## src/hdl/assert_macros.svh

```systemverilog
// ----------------------------------------------------------------------------
// Assertion macros
// Concurrent assertion wrappers used by the RTL; empty in synthesis builds.
// ----------------------------------------------------------------------------
`ifndef ASSERT_MACROS_SVH
`define ASSERT_MACROS_SVH

`ifndef SYNTH

// The property must hold at every clock edge outside reset.
`define ASSERT_PROP(label, clk, rst_n, prop, msg) \
    label: assert property (@(posedge clk) disable iff (!rst_n) prop) else $error(msg);

// The expression must never be true at a clock edge outside reset.
`define ASSERT_NEVER(label, clk, rst_n, expr, msg) \
    label: assert property (@(posedge clk) disable iff (!rst_n) !(expr)) else $error(msg);

`else

`define ASSERT_PROP(label, clk, rst_n, prop, msg)
`define ASSERT_NEVER(label, clk, rst_n, expr, msg)

`endif

`endif

```

## src/hdl/grd_pkg.sv

```systemverilog
// ----------------------------------------------------------------------------
// Genotype record decoder package
// Field widths, stream data widths, mode and error codes.
// ----------------------------------------------------------------------------
package grd_pkg;

    // Largest record length that the design supports.
    localparam int unsigned MAX_SAMPLES  = 65536;
    localparam int unsigned LEN_W        = 17;
    localparam int unsigned POS_W        = 16;
    localparam int unsigned RECORD_CAP   = (MAX_SAMPLES < 65536) ? MAX_SAMPLES : 65536;

    localparam int unsigned MODE_W       = 2;
    localparam int unsigned GENO_W       = 2;
    localparam int unsigned DOSAGE_W     = 16;
    localparam int unsigned DCOUNT_W     = 17;
    localparam int unsigned ERR_W        = 3;
    localparam int unsigned CFG_ADDR_W   = 1;
    localparam int unsigned CFG_DATA_W   = 17;

    localparam int unsigned S_TDATA_W    = 40;
    localparam int unsigned M_TDATA_W    = 40;

    localparam int unsigned DOSAGE_ONE_SHIFT = 14;
    localparam logic [DOSAGE_W-1:0] DOSAGE_MAX = 16'd32768;
    localparam logic [DOSAGE_W-1:0] DOSAGE_NA  = 16'hFFFF;

    typedef enum logic [GENO_W-1:0] {
        GENO_HOM_REF = 2'd0,
        GENO_HET     = 2'd1,
        GENO_HOM_ALT = 2'd2,
        GENO_NA      = 2'd3
    } geno_t;

    typedef enum logic [MODE_W-1:0] {
        MODE_HARDCALL   = 2'd0,
        MODE_DOSAGE     = 2'd1,
        MODE_HAPLOTYPE  = 2'd2,
        MODE_DOSAGE_F64 = 2'd3
    } mode_t;

    typedef enum logic [ERR_W-1:0] {
        ERR_NONE     = 3'd0,
        ERR_OVER     = 3'd1,
        ERR_BITMAP   = 3'd2,
        ERR_VALUES   = 3'd3,
        ERR_MISSING  = 3'd4,
        ERR_UNPHASED = 3'd5
    } err_t;

    typedef enum logic [CFG_ADDR_W-1:0] {
        REG_MODE         = 1'd0,
        REG_SAMPLE_COUNT = 1'd1
    } cfg_reg_t;

    // One input item, unpacked from the slave tdata.
    typedef struct packed {
        logic [GENO_W-1:0]   geno;
        logic                dosage_given;
        logic [DOSAGE_W-1:0] dosage_value;
        logic [DCOUNT_W-1:0] dosage_count;
        logic                phase_carried;
        logic                phase_present;
        logic                phase_info;
    } in_item_t;

    // One result item before packing into the master tdata.
    typedef struct packed {
        logic [POS_W-1:0]    sample_index;
        logic [1:0]          call;
        logic [DOSAGE_W-1:0] dosage_q14;
        logic                hap_first;
        logic                hap_second;
        logic                missing;
        logic [ERR_W-1:0]    error_code;
        logic                last_in_record;
    } out_item_t;

endpackage

```

## src/hdl/genotype_record_decoder.sv

```systemverilog
// ----------------------------------------------------------------------------
// Genotype record decoder
// Decodes one sample of a genotype record per item into a call, a Q2.14
// dosage or a haplotype pair, with per-record error tracking.
// ----------------------------------------------------------------------------
// Usage:
// Samples enter on the s_axis stream, one per item, in record order. Each
// item yields exactly one result on the m_axis stream; m_axis_tlast marks the
// final sample of a record (record length taken from sample_count).
// The cfg port writes the mode and sample_count registers; write them only
// while no item is in flight.
// From input handshake to m_axis_tvalid an item passes an input
// register, then the decode logic feeding the result register. Throughput is
// one item per cycle while the receiver takes results, set by the single
// decode stage and the running counters that it updates for every sample.
// When the receiver stalls, the result register holds and the input
// register still takes one more item; s_axis_tready then drops until the
// result is taken.
// Reset clears both pipeline valid flags, the sample and dosage counters and
// the latched record error; mode returns to hardcall, sample_count to one.
// ----------------------------------------------------------------------------
`include "assert_macros.svh"

module genotype_record_decoder #(
    parameter int unsigned MAX_SAMPLES = grd_pkg::MAX_SAMPLES
) (
    input  logic                               aclk,
    input  logic                               aresetn,
    // cfg: register 0 mode, register 1 sample_count
    input  logic                               cfg_we,
    input  logic [grd_pkg::CFG_ADDR_W-1:0]     cfg_addr,
    input  logic [grd_pkg::CFG_DATA_W-1:0]     cfg_wdata,
    input  logic                               s_axis_tvalid,
    output logic                               s_axis_tready,
    // tdata from bit 0: geno[1:0], dosage_given[2], dosage_value[18:3],
    // dosage_count[35:19], phase_carried[36], phase_present[37],
    // phase_info[38], zero pad[39]
    input  logic [grd_pkg::S_TDATA_W-1:0]      s_axis_tdata,
    output logic                               m_axis_tvalid,
    input  logic                               m_axis_tready,
    // tdata from bit 0: sample_index[15:0], call[17:16], dosage_q14[33:18],
    // hap_first[34], hap_second[35], missing[36], error_code[39:37]
    output logic [grd_pkg::M_TDATA_W-1:0]      m_axis_tdata,
    output logic                               m_axis_tlast
);
    import grd_pkg::*;

    localparam int unsigned LEN_CAP = (MAX_SAMPLES < RECORD_CAP) ? MAX_SAMPLES : RECORD_CAP;

    // Configuration registers
    mode_t              mode_reg;
    logic [LEN_W-1:0]   count_reg;

    // Input register
    logic               in_valid_reg, in_valid_next;
    in_item_t           in_item_reg;
    in_item_t           s_item;

    // Record state
    logic [POS_W-1:0]    pos_reg, pos_next;
    logic [DCOUNT_W-1:0] used_reg, used_next;
    err_t                rec_err_reg, rec_err_next;

    // Result register
    logic               out_valid_reg, out_valid_next;
    out_item_t          out_item_reg, res;

    logic               advance;
    logic               s_accept;
    logic               step;
    logic [LEN_W-1:0]   rec_len;
    logic [LEN_W-1:0]   pos_plus1;
    logic               last;
    err_t               err;

    assign s_item.geno           = s_axis_tdata[1:0];
    assign s_item.dosage_given   = s_axis_tdata[2];
    assign s_item.dosage_value   = s_axis_tdata[18:3];
    assign s_item.dosage_count   = s_axis_tdata[35:19];
    assign s_item.phase_carried  = s_axis_tdata[36];
    assign s_item.phase_present  = s_axis_tdata[37];
    assign s_item.phase_info     = s_axis_tdata[38];

    assign advance       = !out_valid_reg || m_axis_tready;
    assign s_axis_tready = !in_valid_reg || advance;
    assign s_accept      = s_axis_tvalid && s_axis_tready;
    assign step          = in_valid_reg && advance;

    // A zero length counts as one; lengths above the cap saturate.
    always_comb begin
        if (count_reg == '0) begin
            rec_len = LEN_W'(1);
        end else if (count_reg > LEN_W'(LEN_CAP)) begin
            rec_len = LEN_W'(LEN_CAP);
        end else begin
            rec_len = count_reg;
        end
    end

    assign pos_plus1 = {1'b0, pos_reg} + LEN_W'(1);
    assign last      = pos_plus1 >= rec_len;

    always_comb begin
        err       = rec_err_reg;
        used_next = used_reg;
        res       = '0;
        res.sample_index   = pos_reg;
        res.last_in_record = last;

        if (rec_err_reg == ERR_NONE) begin
            case (mode_reg)
                MODE_HARDCALL: begin
                    if (in_item_reg.geno == GENO_NA) begin
                        res.missing = 1'b1;
                    end else begin
                        res.call = in_item_reg.geno;
                    end
                end
                MODE_HAPLOTYPE: begin
                    case (geno_t'(in_item_reg.geno))
                        GENO_NA: begin
                            err = ERR_MISSING;
                        end
                        GENO_HOM_ALT: begin
                            res.hap_first  = 1'b1;
                            res.hap_second = 1'b1;
                        end
                        GENO_HET: begin
                            if (!in_item_reg.phase_carried || !in_item_reg.phase_present) begin
                                err = ERR_UNPHASED;
                            end else if (in_item_reg.phase_info) begin
                                res.hap_first = 1'b1;
                            end else begin
                                res.hap_second = 1'b1;
                            end
                        end
                        default: begin
                        end
                    endcase
                end
                default: begin
                    // Both dosage modes decode the same way.
                    if (in_item_reg.dosage_given) begin
                        if (used_reg >= in_item_reg.dosage_count) begin
                            err = ERR_BITMAP;
                        end else begin
                            used_next = used_reg + DCOUNT_W'(1);
                            if (in_item_reg.dosage_value == DOSAGE_NA) begin
                                res.missing = 1'b1;
                            end else if (in_item_reg.dosage_value > DOSAGE_MAX) begin
                                err = ERR_OVER;
                            end else begin
                                res.dosage_q14 = in_item_reg.dosage_value;
                            end
                        end
                    end else if (in_item_reg.geno == GENO_NA) begin
                        res.missing = 1'b1;
                    end else begin
                        res.dosage_q14 = DOSAGE_W'({in_item_reg.geno, DOSAGE_ONE_SHIFT'(0)});
                    end
                    if (err == ERR_NONE && last && used_next != in_item_reg.dosage_count) begin
                        err = ERR_VALUES;
                    end
                end
            endcase
        end

        if (err != ERR_NONE) begin
            res.missing    = 1'b1;
            res.call       = '0;
            res.dosage_q14 = '0;
            res.hap_first  = 1'b0;
            res.hap_second = 1'b0;
        end
        res.error_code = err;

        if (last) begin
            pos_next     = '0;
            rec_err_next = ERR_NONE;
        end else begin
            pos_next     = pos_plus1[POS_W-1:0];
            rec_err_next = err;
        end
    end

    always_comb begin
        if (s_accept) begin
            in_valid_next = 1'b1;
        end else if (advance) begin
            in_valid_next = 1'b0;
        end else begin
            in_valid_next = in_valid_reg;
        end
        out_valid_next = advance ? in_valid_reg : out_valid_reg;
    end

    always_ff @(posedge aclk) begin
        if (!aresetn) begin
            mode_reg      <= MODE_HARDCALL;
            count_reg     <= LEN_W'(1);
            in_valid_reg  <= 1'b0;
            out_valid_reg <= 1'b0;
            pos_reg       <= '0;
            used_reg      <= '0;
            rec_err_reg   <= ERR_NONE;
        end else begin
            if (cfg_we) begin
                case (cfg_reg_t'(cfg_addr))
                    REG_MODE:         mode_reg  <= mode_t'(cfg_wdata[MODE_W-1:0]);
                    REG_SAMPLE_COUNT: count_reg <= cfg_wdata[LEN_W-1:0];
                    default: begin
                    end
                endcase
            end
            in_valid_reg  <= in_valid_next;
            out_valid_reg <= out_valid_next;
            if (step) begin
                pos_reg     <= pos_next;
                used_reg    <= last ? '0 : used_next;
                rec_err_reg <= rec_err_next;
            end
        end
    end

    // Payload registers
    always_ff @(posedge aclk) begin
        if (s_accept) begin
            in_item_reg <= s_item;
        end
        if (step) begin
            out_item_reg <= res;
        end
    end

    assign m_axis_tvalid = out_valid_reg;
    assign m_axis_tlast  = out_item_reg.last_in_record;
    assign m_axis_tdata  = {out_item_reg.error_code,
                            out_item_reg.missing,
                            out_item_reg.hap_second,
                            out_item_reg.hap_first,
                            out_item_reg.dosage_q14,
                            out_item_reg.call,
                            out_item_reg.sample_index};

    `ASSERT_NEVER(a_err_not_missing, aclk, aresetn,
        out_valid_reg && out_item_reg.error_code != ERR_NONE && !out_item_reg.missing,
        "result with an error code is not marked missing")

    `ASSERT_PROP(a_latched_err_reported, aclk, aresetn,
        (step && rec_err_reg != ERR_NONE) |=> (out_item_reg.error_code == $past(rec_err_reg)),
        "latched record error not reported on a later sample")

    `ASSERT_PROP(a_record_end_clears, aclk, aresetn,
        (step && last) |=> (pos_reg == '0 && used_reg == '0 && rec_err_reg == ERR_NONE),
        "record state not cleared after the last sample")

endmodule

```

## config.mk

```make
export PLATFORM = sky130hd
export DESIGN_NAME = genotype_record_decoder
export DESIGN_NICKNAME = d
export VERILOG_FILES = /design/src/hdl/grd_pkg.sv /design/src/hdl/genotype_record_decoder.sv
export VERILOG_INCLUDE_DIRS = /design/src /design/src/hdl
export SDC_FILE = /design/constraint.sdc
export NUM_CORES = 1
export LEC_CHECK = 0
export ABC_AREA = 0
export BUFFER_PORTS_ARGS = -buffer_cell sky130_fd_sc_hd__buf_2
export CORE_ASPECT_RATIO = 0.9
export CORE_MARGIN = 8
export CORE_UTILIZATION = 40
export DETAILED_ROUTE_END_ITERATION = 8
export PLACE_DENSITY = 0.61
export REMOVE_ABC_BUFFERS = 1
export SYNTH_ARGS = -nofsm -noshare
export SYNTH_HDL_FRONTEND = slang
export SYNTH_SLANG_ARGS = --single-unit
export TNS_END_PERCENT = 20
```

## constraint.sdc

```tcl
create_clock -name aclk -period 5.2 [get_ports aclk]
set_clock_uncertainty 0.2 [all_clocks]
set_input_delay 0.26 -clock aclk [delete_from_list [all_inputs] [get_ports aclk]]
set_output_delay 0.26 -clock aclk [all_outputs]
set_load 0.05 [all_outputs]
```

---- Yosys cells after proc, flatten, opt, wreduce, memory -nomap -nowiden ----
Cells that the tools add are included.
cells by class
  add/subtract/negate cells ............... 2
  $lt $le $gt $ge ......................... 4
  equality and inequality tests ........... 7
  mux-type cells .......................... 39
  bitwise gates (word level) .............. 4
  reduce and logical (&&, ||, !) cells .... 25
operators by type and width
  operator               count
  $mux 17                9
  $mux 16                6
  $ge 17x17->1           2
  $mux 3                 10
  $add 16x1->17 const B  1
  $add 17x1->17 const B  1
  $gt 17x17->1 const B   1
  $logic_not 17->1       1
  $ne 17x17->1           1
  $eq 16x16->1 const B   1
  $gt 16x16->1 const B   1
  $pmux 3 s2             2
  $mux 1                 9
  $reduce_or 4->1        2
  $eq 2x2->1 const B     3
  $logic_not 3->1        2
  $logic_and 1x1->1      4
  $logic_not 1->1        4
  $not 1->1              4
  $pmux 2 s2             1
  $reduce_and 2->1       2
  $reduce_bool 2->1      2
  $logic_or 1x1->1       3
  $reduce_and 3->1       1
  other kinds (8)        8
storage, ports and cells
  register bits after elaboration ......... 137
  input port bits ......................... 63

---- Logic depth before layout (Yosys ltp) ----
Gate-level depths: netlist of the first run.
  depth in word-level cells ............... 15
  mapped depth ............................ 20

---- Worst setup path before layout of the first run ----
Ideal clock, no wire load.
  kind .................................... flip-flop to flip-flop
  start ................................... register pos_reg[0]
  end ..................................... register out_item_reg (netlist bit m_axis_tdata[32]) (data pin)
  setup time .............................. 0.278 ns
  arrival time ............................ 3.850 ns
  required time ........................... 4.722 ns
  slack ................................... 0.873 ns
  stages on the path, launching flop included .. 19
  buffers on the path ..................... 2
  cell sequence ........................... dfxtp_1 > ha_1 > and3_1 > and3_1 > and3_1 > and3_1 > clkbuf_1 > nand2_1 > or3_1 > xnor2_1 > ha_1 > nand2_1 > o41ai_1 > a21o_1 > a21oi_1 > and2_1 > a211oi_2 > buf_6 > nor3_1
on the way
  cells in the longest elaborated chain, start to end .. 9
ends and longest elaborated chain
  what                              line                            text
  from (decl)                       genotype_record_decoder.sv:60   logic [POS_W-1:0] pos_reg, pos_next;
  from (signal assigned)            genotype_record_decoder.sv:218  pos_reg <= pos_next;
  $add 16x1->17                     genotype_record_decoder.sv:100  assign pos_plus1 = {1'b0, pos_reg} + LEN_W'(1);
  $ge 17x17->1                      genotype_record_decoder.sv:101  assign last = pos_plus1 >= rec_len;
  $logic_and 1x1->1 (2 in a row)    genotype_record_decoder.sv:161  if (err == ERR_NONE && last && used_next != in_item_reg.dosage_count) begin
  $mux 3                            genotype_record_decoder.sv:161
  $pmux 3 s2                        genotype_record_decoder.sv:111  case (mode_reg)
  $mux 3                            genotype_record_decoder.sv:110  if (rec_err_reg == ERR_NONE) begin
  $reduce_bool 3->1                 genotype_record_decoder.sv:168  if (err != ERR_NONE) begin
  $reduce_or 4->1 (no source line)  n/a
  to (signal assigned)              genotype_record_decoder.sv:231  out_item_reg <= res;
  to (decl)                         genotype_record_decoder.sv:66   out_item_t out_item_reg, res;
Every way passes these cells.
A chain may end at the register's enable or synchronous reset.

---- Worst setup path after layout of the first run ----
  start ................................... register pos_reg[0]
  end ..................................... register used_reg[14]
on the way
  cells in the longest elaborated chain, start to end .. 4
  elaborated cells between the ends (all ways) .. 6
  those cells by class .................... add/sub (1); order compare (1); eq/ne (1); mux (1); reduce/logical (2)
ends and longest elaborated chain
  what                                                              line                            text
  $add 16x1->17 *                                                   genotype_record_decoder.sv:100
  $ge 17x17->1 *                                                    genotype_record_decoder.sv:101
  $ne 2x1->1 (no source line) or $reduce_bool 2->1 (tied branches)  n/a
  $reduce_and 3->1 (no source line)                                 n/a
  to (signal assigned)                                              genotype_record_decoder.sv:219  used_reg <= last ? '0 : used_next;
  to (decl)                                                         genotype_record_decoder.sv:61   logic [DCOUNT_W-1:0] used_reg, used_next;
Every way passes the cells marked *; elsewhere a longest branch is shown, timed or not.

==> out/metrics.csv, run 1 <==
metric;value;unit
syn_to_final_growth;26.29;%
async_reset_ff_share;0;%
portBuffers;104;
io_pins;106;
drt_iter0_markers;480;
drc;0;
cap_violations;0;
num_antenna_cells;0;
yosys_warnings;0;
netlist_area;7152;um2
antenna_found_initial;1;
cts_buffer_depth;2;
grt_pass1_wl;28.73;mm
finalMaxSlewViolations;0;
place.gp.congestion;0.8160;
cp.required;5.34;ns
final-seq-area;3543;um2
worst-r2r-setup-slack;0.46;ns
firstDrtPassIters;7;
holdPathEnd;count_reg[0];
rsz0062_at_grt;no;
p_total;2.652;mW
synth_seq_area_share;49.55;%
num-fill-cells;1596;
fin_area;9032;um2
nets;976;
status;complete, no violations;
p_leak;3.591;nW
yosysTopAreaCellShare;33.59;%
cts_buffers;17;
wl;18.08;mm
vias;5927;
synthFlopType;edfxtp_1;
min_from;aresetn;
htree_levels;4;
cts_tree;built;
synth_edf_count;80;
cellPowerDensity;293.6;nW/um2
finalNonFillerCells;1127;
multi_input_area;3386;um2
yosys.area.top_type;edfxtp_1;
min_path_type;primary input to flop;
setup_ws;0.4615;ns
track_usage;16.29;%
period_needed;4.738;ns
synth_cell_types;66;
regToRegStartpoint;pos_reg[0];
max_freq;211.0;MHz
ys_top_cells_by_area;edfxtp_1 34%, dfxtp_1 16%, ha_1 6.8%;
path_class;flop to flop;
clk_latency;0.43;ns
cts-root-buf;clkbuf_16;
yosysMostFrequentCell;nand2_1;
coreArea;17550;um2
netlist_top_cells_count;100 x nand2_1, 80 x edfxtp_1, 60 x a21oi_1;
r2r-end;used_reg[14];
largest_register_ffs;40;
grt_overflow;0;
end_kind;flop;
placed_cells;1036;
pwr-share-comb;12.4;%
power_frac_seq;45.9;%
start_util;40.74;%
dieArea;22420;um2
dpl.hpwl;12.47;mm
finalHoldWorstSlack;0.001654;ns
utilization;51.45;%
worst_ep_arrival_time;4.88;ns
syn_avg_cell_area;10.00;um2
min_path_cells;2;
placed_cell_area;7898;um2
layout-drive-gt1-share;18.60;%
irDropWorstVdd;0.2282;mV
slew_headroom;32.87;%
hold_viol;0;
fin_setup_tns;0;ns
finalSetupViolCount;0;
synth_seq_cells;137;
switchingPower;0.7157;mW
timing.final.crit_share;91.12;%
worst_slew_pin_slew;1.006;ns
clock_sinks;137;
cp-start-kind;flop;
internal_power;1.937;mW
first_global_vias;5641;
dieWidth;156.9;um
switching_share;26.98;%
clockPowerShare;41.6;%
post-place-ws;0.3916;ns
grt_max_degree;57;
syn_inst;715;
rows;46;
wl_per_cell;16.04;um
clk_pin_slew;0.06;ns
worstRegToRegCells;17;
vias_per_cell;5.259;
postRouteAntennaNets;0;
post-cts-setup-buffers;0;
path_max_fanout;11;
die_height;142.9;um
-- logic make-up (layout without fill, tap and decap cells) --
| group | after synthesis | count (layout) | synth area share [%] |
|---|---|---|---|
| AO/OA/AOI/OAI | 151 | 151 | 13.44 |
| XOR/XNOR | 35 | 35 | 4.286 |
| adder cells (fa/ha/maj) | 39 | 39 | 6.823 |
| buffers and inverters | 57 | 229 | 3.219 |
| flip-flops | 137 | 137 | 49.55 |
| multiplexers | 5 | 5 | 0.7173 |
| AND/OR/NAND/NOR | 291 | 291 | 21.97 |
-- layout make-up --
cell class | count | area share, %
multi-input combinational | 521 | 37.48
tap | 240 | 3.325
timing repair buffer | 170 | 12.88
inverter | 27 | 1.122
sequential | 137 | 39.23
clock buffer | 19 | 4.904
clock inverter | 13 | 1.053
-- what timing repair did --
action	4_1_cts	5_1_grt
hold endpoints to repair	60	0
endpoints found under the setup margin	0	14
resized for setup	0	2
hold buffers	59	0
-- per-layer routing --
| metal | global-route usage (%) | part of all wire (%) | vias up |
|---|---|---|---|
| met5 | 0 | 0.044 | - |
| met4 | 4.901 | 1.4 | 2 |
| met3 | 4.199 | 5.8 | 25 |
| met2 | 24.95 | 44 | 140 |
| met1 | 22.13 | 49 | 2790 |
| li1 | - | - | 2970 |
-- critical path: stages (launching register included) --
cell and delay, ns:
dfxtp_1 0.41, ha_1 0.25, and3_1 0.25, and3_1 0.25, and3_1 0.25, and3_1 0.29
nand2_1 0.10, or3_1 0.37, xnor2_1 0.24, ha_1 0.28, a21oi_1 0.13, o41ai_1 0.09
a21o_1 0.19, a2111oi_0 0.53, nand2_1 0.11, buf_4 0.21, or3_1 0.35, a31oi_1 0.15
-- power groups by stage --
stage	clock network [mW]	registers [mW]	logic [mW]
6_report	1.10	1.22	0.330
5_1_grt	1.17	1.22	0.360
4_1_cts	1.12	1.22	0.328
3_5_place_dp	0	1.24	0.293
3_3_place_gp	0	1.24	0.291
2_1_floorplan	0	1.28	0.144
-- layout by cell type (no fill, tap or decap), drive strengths merged, types with 6 or more instances in the layout --
cell and instances:
a21oi 60, clkbuf 19, nor4 9, xor2 18
a21o 11, buf 111, nor2b 6, ha 39
nand4 17, and2 10, nand3b 14, a31oi 10
nand2 100, nor4b 15, nor3 18, o21ai 24
xnor2 17, edfxtp 80, dlygate4sd3 59, dfxtp 57
nor2 41, and3 20, nand3 25, inv 30
-- worst max-delay path by stage --
stage               slack (ns)        from          endpoint  cells past startpoint
floorplan                 0.55  pos_reg[0]  m_axis_tdata[18]                     16
global placement          0.44  pos_reg[0]      used_reg[15]                     18
detailed placement        0.39  pos_reg[0]      used_reg[15]                     18
CTS                       0.37  pos_reg[0]      used_reg[15]                     18
global route              0.09  pos_reg[0]  m_axis_tdata[22]                     18
finish                    0.46  pos_reg[0]      used_reg[14]                     17
Power figures use the tool's default switching activity.
==> inputs of run 2 (changes only) <==
--- a/config.mk
+++ b/config.mk
@@ -13,6 +13,7 @@
 export CORE_UTILIZATION = 40
 export DETAILED_ROUTE_END_ITERATION = 8
 export PLACE_DENSITY = 0.61
+export RECOVER_POWER = 50
 export REMOVE_ABC_BUFFERS = 1
 export SYNTH_ARGS = -nofsm -noshare
 export SYNTH_HDL_FRONTEND = slang
==> run 2 against run 1 <==
Compared with the run above:
- the run now ends with max-capacitance violations, max-slew violations left
- total power fell by 0.13%
- global-route usage stayed put
- core utilization fell by 0.35 points
- first-iteration DRC count is 3.8% higher
- clock power barely moved
- register-to-register slack worse by 0.03 ns
- setup slack worse by 0.026 ns
- via count is 0.61% higher
- critical path type unchanged
- critical endpoint unchanged
- largest cell class unchanged
- largest power group unchanged
==> out/metrics.csv, run 2 (synthesis results as in run 1) <==
metric;value;unit
htree_levels;4;
end_kind;flop;
grt_pass1_wl;28.73;mm
cp_common_cell;and3_1;
grt_max_degree;57;
fin_setup_tns;0;ns
holdPathEnd;mode_reg[0];
wl_met1;8.874;mm
syn_to_final_growth;25.44;%
worstRegToRegCells;17;
setup_ws;0.4358;ns
post-cts-setup-buffers;0;
top_layer_used;met5;
regToRegStartpoint;pos_reg[0];
cts_buffer_depth;2;
min_path_cells;4;
vias;5963;
clk_latency;0.43;ns
finalMaxSlewViolations;88;
first_global_vias;5641;
worstPathCellList;ha_1 > and3_1 > and3_1 > and3_1 > and3_1 > nand2_1 > or3_1 > xnor2_1 > ha_1 > a21oi_1 > o41ai_1 > a21o_1 > a2111oi_0 > nand2_1 > buf_4 > or3_1 > a31oi_1;
worst_slew_pin_slew;2.473;ns
cp.required;5.32;ns
drt_iter0_markers;498;
min_path_type;primary input to flop;
rsz0062_at_grt;no;
cap_violations;2;
wl_per_cell;16.11;um
io_pins;106;
place.gp.congestion;0.8160;
dpl.hpwl;12.47;mm
finalSetupViolCount;0;
worst-r2r-setup-slack;0.44;ns
status;complete, but fails checks;
track_usage;16.29;%
vias_per_cell;5.291;
dr_wl_met3;1.098;mm
utilization;51.10;%
dieWidth;156.9;um
hold_viol;0;
final_cell_mix;100 x nand2_1, 80 x edfxtp_1, 60 x a21oi_1;
timing.final.crit_share;91.62;%
post-place-ws;0.3916;ns
coreArea;17550;um2
path_max_fanout;11;
grt_overflow;0;
r2r-end;used_reg[14];
cp_num_buf_inv;1;
p_leak;3.448;nW
cp-start-kind;flop;
max_stage_delay;0.53;ns
largest_register_ffs;40;
rows;46;
period_needed;4.764;ns
violations;max-capacitance violations, max-slew violations;
wl_met2;7.922;mm
finalNonFillerCells;1127;
final_common_cell;nand2_1;
crit_family;simple AND/OR/NAND/NOR gates;
dieArea;22420;um2
antenna_found_initial;1;
path_class;flop to flop;
die_height;142.9;um
layout-drive-gt1-share;12.97;%
nets;976;
clk_pin_slew;0.06;ns
p_total;2.649;mW
cts_tree;built;
worst_ep_arrival_time;4.89;ns
firstDrtPassIters;7;
portBuffers;104;
cellPowerDensity;295.3;nW/um2
cts_buffers;17;
irDropWorstVdd;0.2272;mV
postRouteAntennaNets;0;
placed_cells;1036;
cts-root-buf;clkbuf_16;
slew_headroom;-64.88;%
num-fill-cells;1623;
crit_slowest_cell;a2111oi_0;
drc;0;
min_from;cfg_we;
start_util;40.74;%
clock_sinks;137;
wl;18.16;mm
num_antenna_cells;0;
max_freq;209.9;MHz
## run 2: worst max-delay path by stage
| stage | startpoint | to | slack [ns] | depth (start not counted) |
|---|---|---|---|---|
| 3_3_place_gp | pos_reg[0] | used_reg[15] | 0.44 | 18 |
| 5_1_grt | pos_reg[0] | used_reg[14] | 0.09 | 17 |
| 3_5_place_dp | pos_reg[0] | used_reg[15] | 0.39 | 18 |
| 2_1_floorplan | pos_reg[0] | m_axis_tdata[18] | 0.55 | 16 |
| 6_report | pos_reg[0] | used_reg[14] | 0.44 | 17 |
| 4_1_cts | pos_reg[0] | used_reg[15] | 0.37 | 18 |
## run 2: metal layers
layer | vias to the layer above | track usage, %
li1 | 2971 | -
met1 | 2808 | 22.13
met2 | 154 | 24.95
met3 | 28 | 4.199
met4 | 2 | 4.901
met5 | - | 0
## run 2: timing repair
item,CTS,global route
resized for setup,0,2
setup endpoints to repair,0,14
hold endpoints to repair,60,0
hold buffers,59,0
## run 2: through the flow
step,hold WS [ns],cell area (um2)
4_1_cts,0.007418,9026
2_1_floorplan,0.1489,7023
5_1_grt,0.1511,8971
3_5_place_dp,0.2381,7898
3_3_place_gp,0.2362,7898
6_report,0.1341,8971
## run 2: area by class of cell
type                    count  area [um2]  share of cell area [%]
multi-input cells         521        3385                   37.73
clock buffers              19       442.9                   4.937
repair buffers            170        1104                   12.30
well taps                 240       300.3                   3.347
flip-flops and latches    137        3543                   39.50
clock inverters            13       95.09                   1.060
inverters                  27       101.3                   1.130
## run 2: power by group
group          total [mW]  internal (mW)  switching (mW)
Sequential           1.22           1.19          0.0260
Clock                1.10          0.623           0.481
Combinational       0.325          0.117           0.209
Total                2.65           1.93           0.716
## run 2: worst reg2reg max path, cell delays in order, from the launching register on
cell and delay (ns):
dfxtp_1 0.41, ha_1 0.25, and3_1 0.25, and3_1 0.25, and3_1 0.25, and3_1 0.29
nand2_1 0.10, or3_1 0.37, xnor2_1 0.24, ha_1 0.28, a21oi_1 0.13, o41ai_1 0.09
a21o_1 0.19, a2111oi_0 0.53, nand2_1 0.11, buf_4 0.20, or3_1 0.35, a31oi_1 0.15
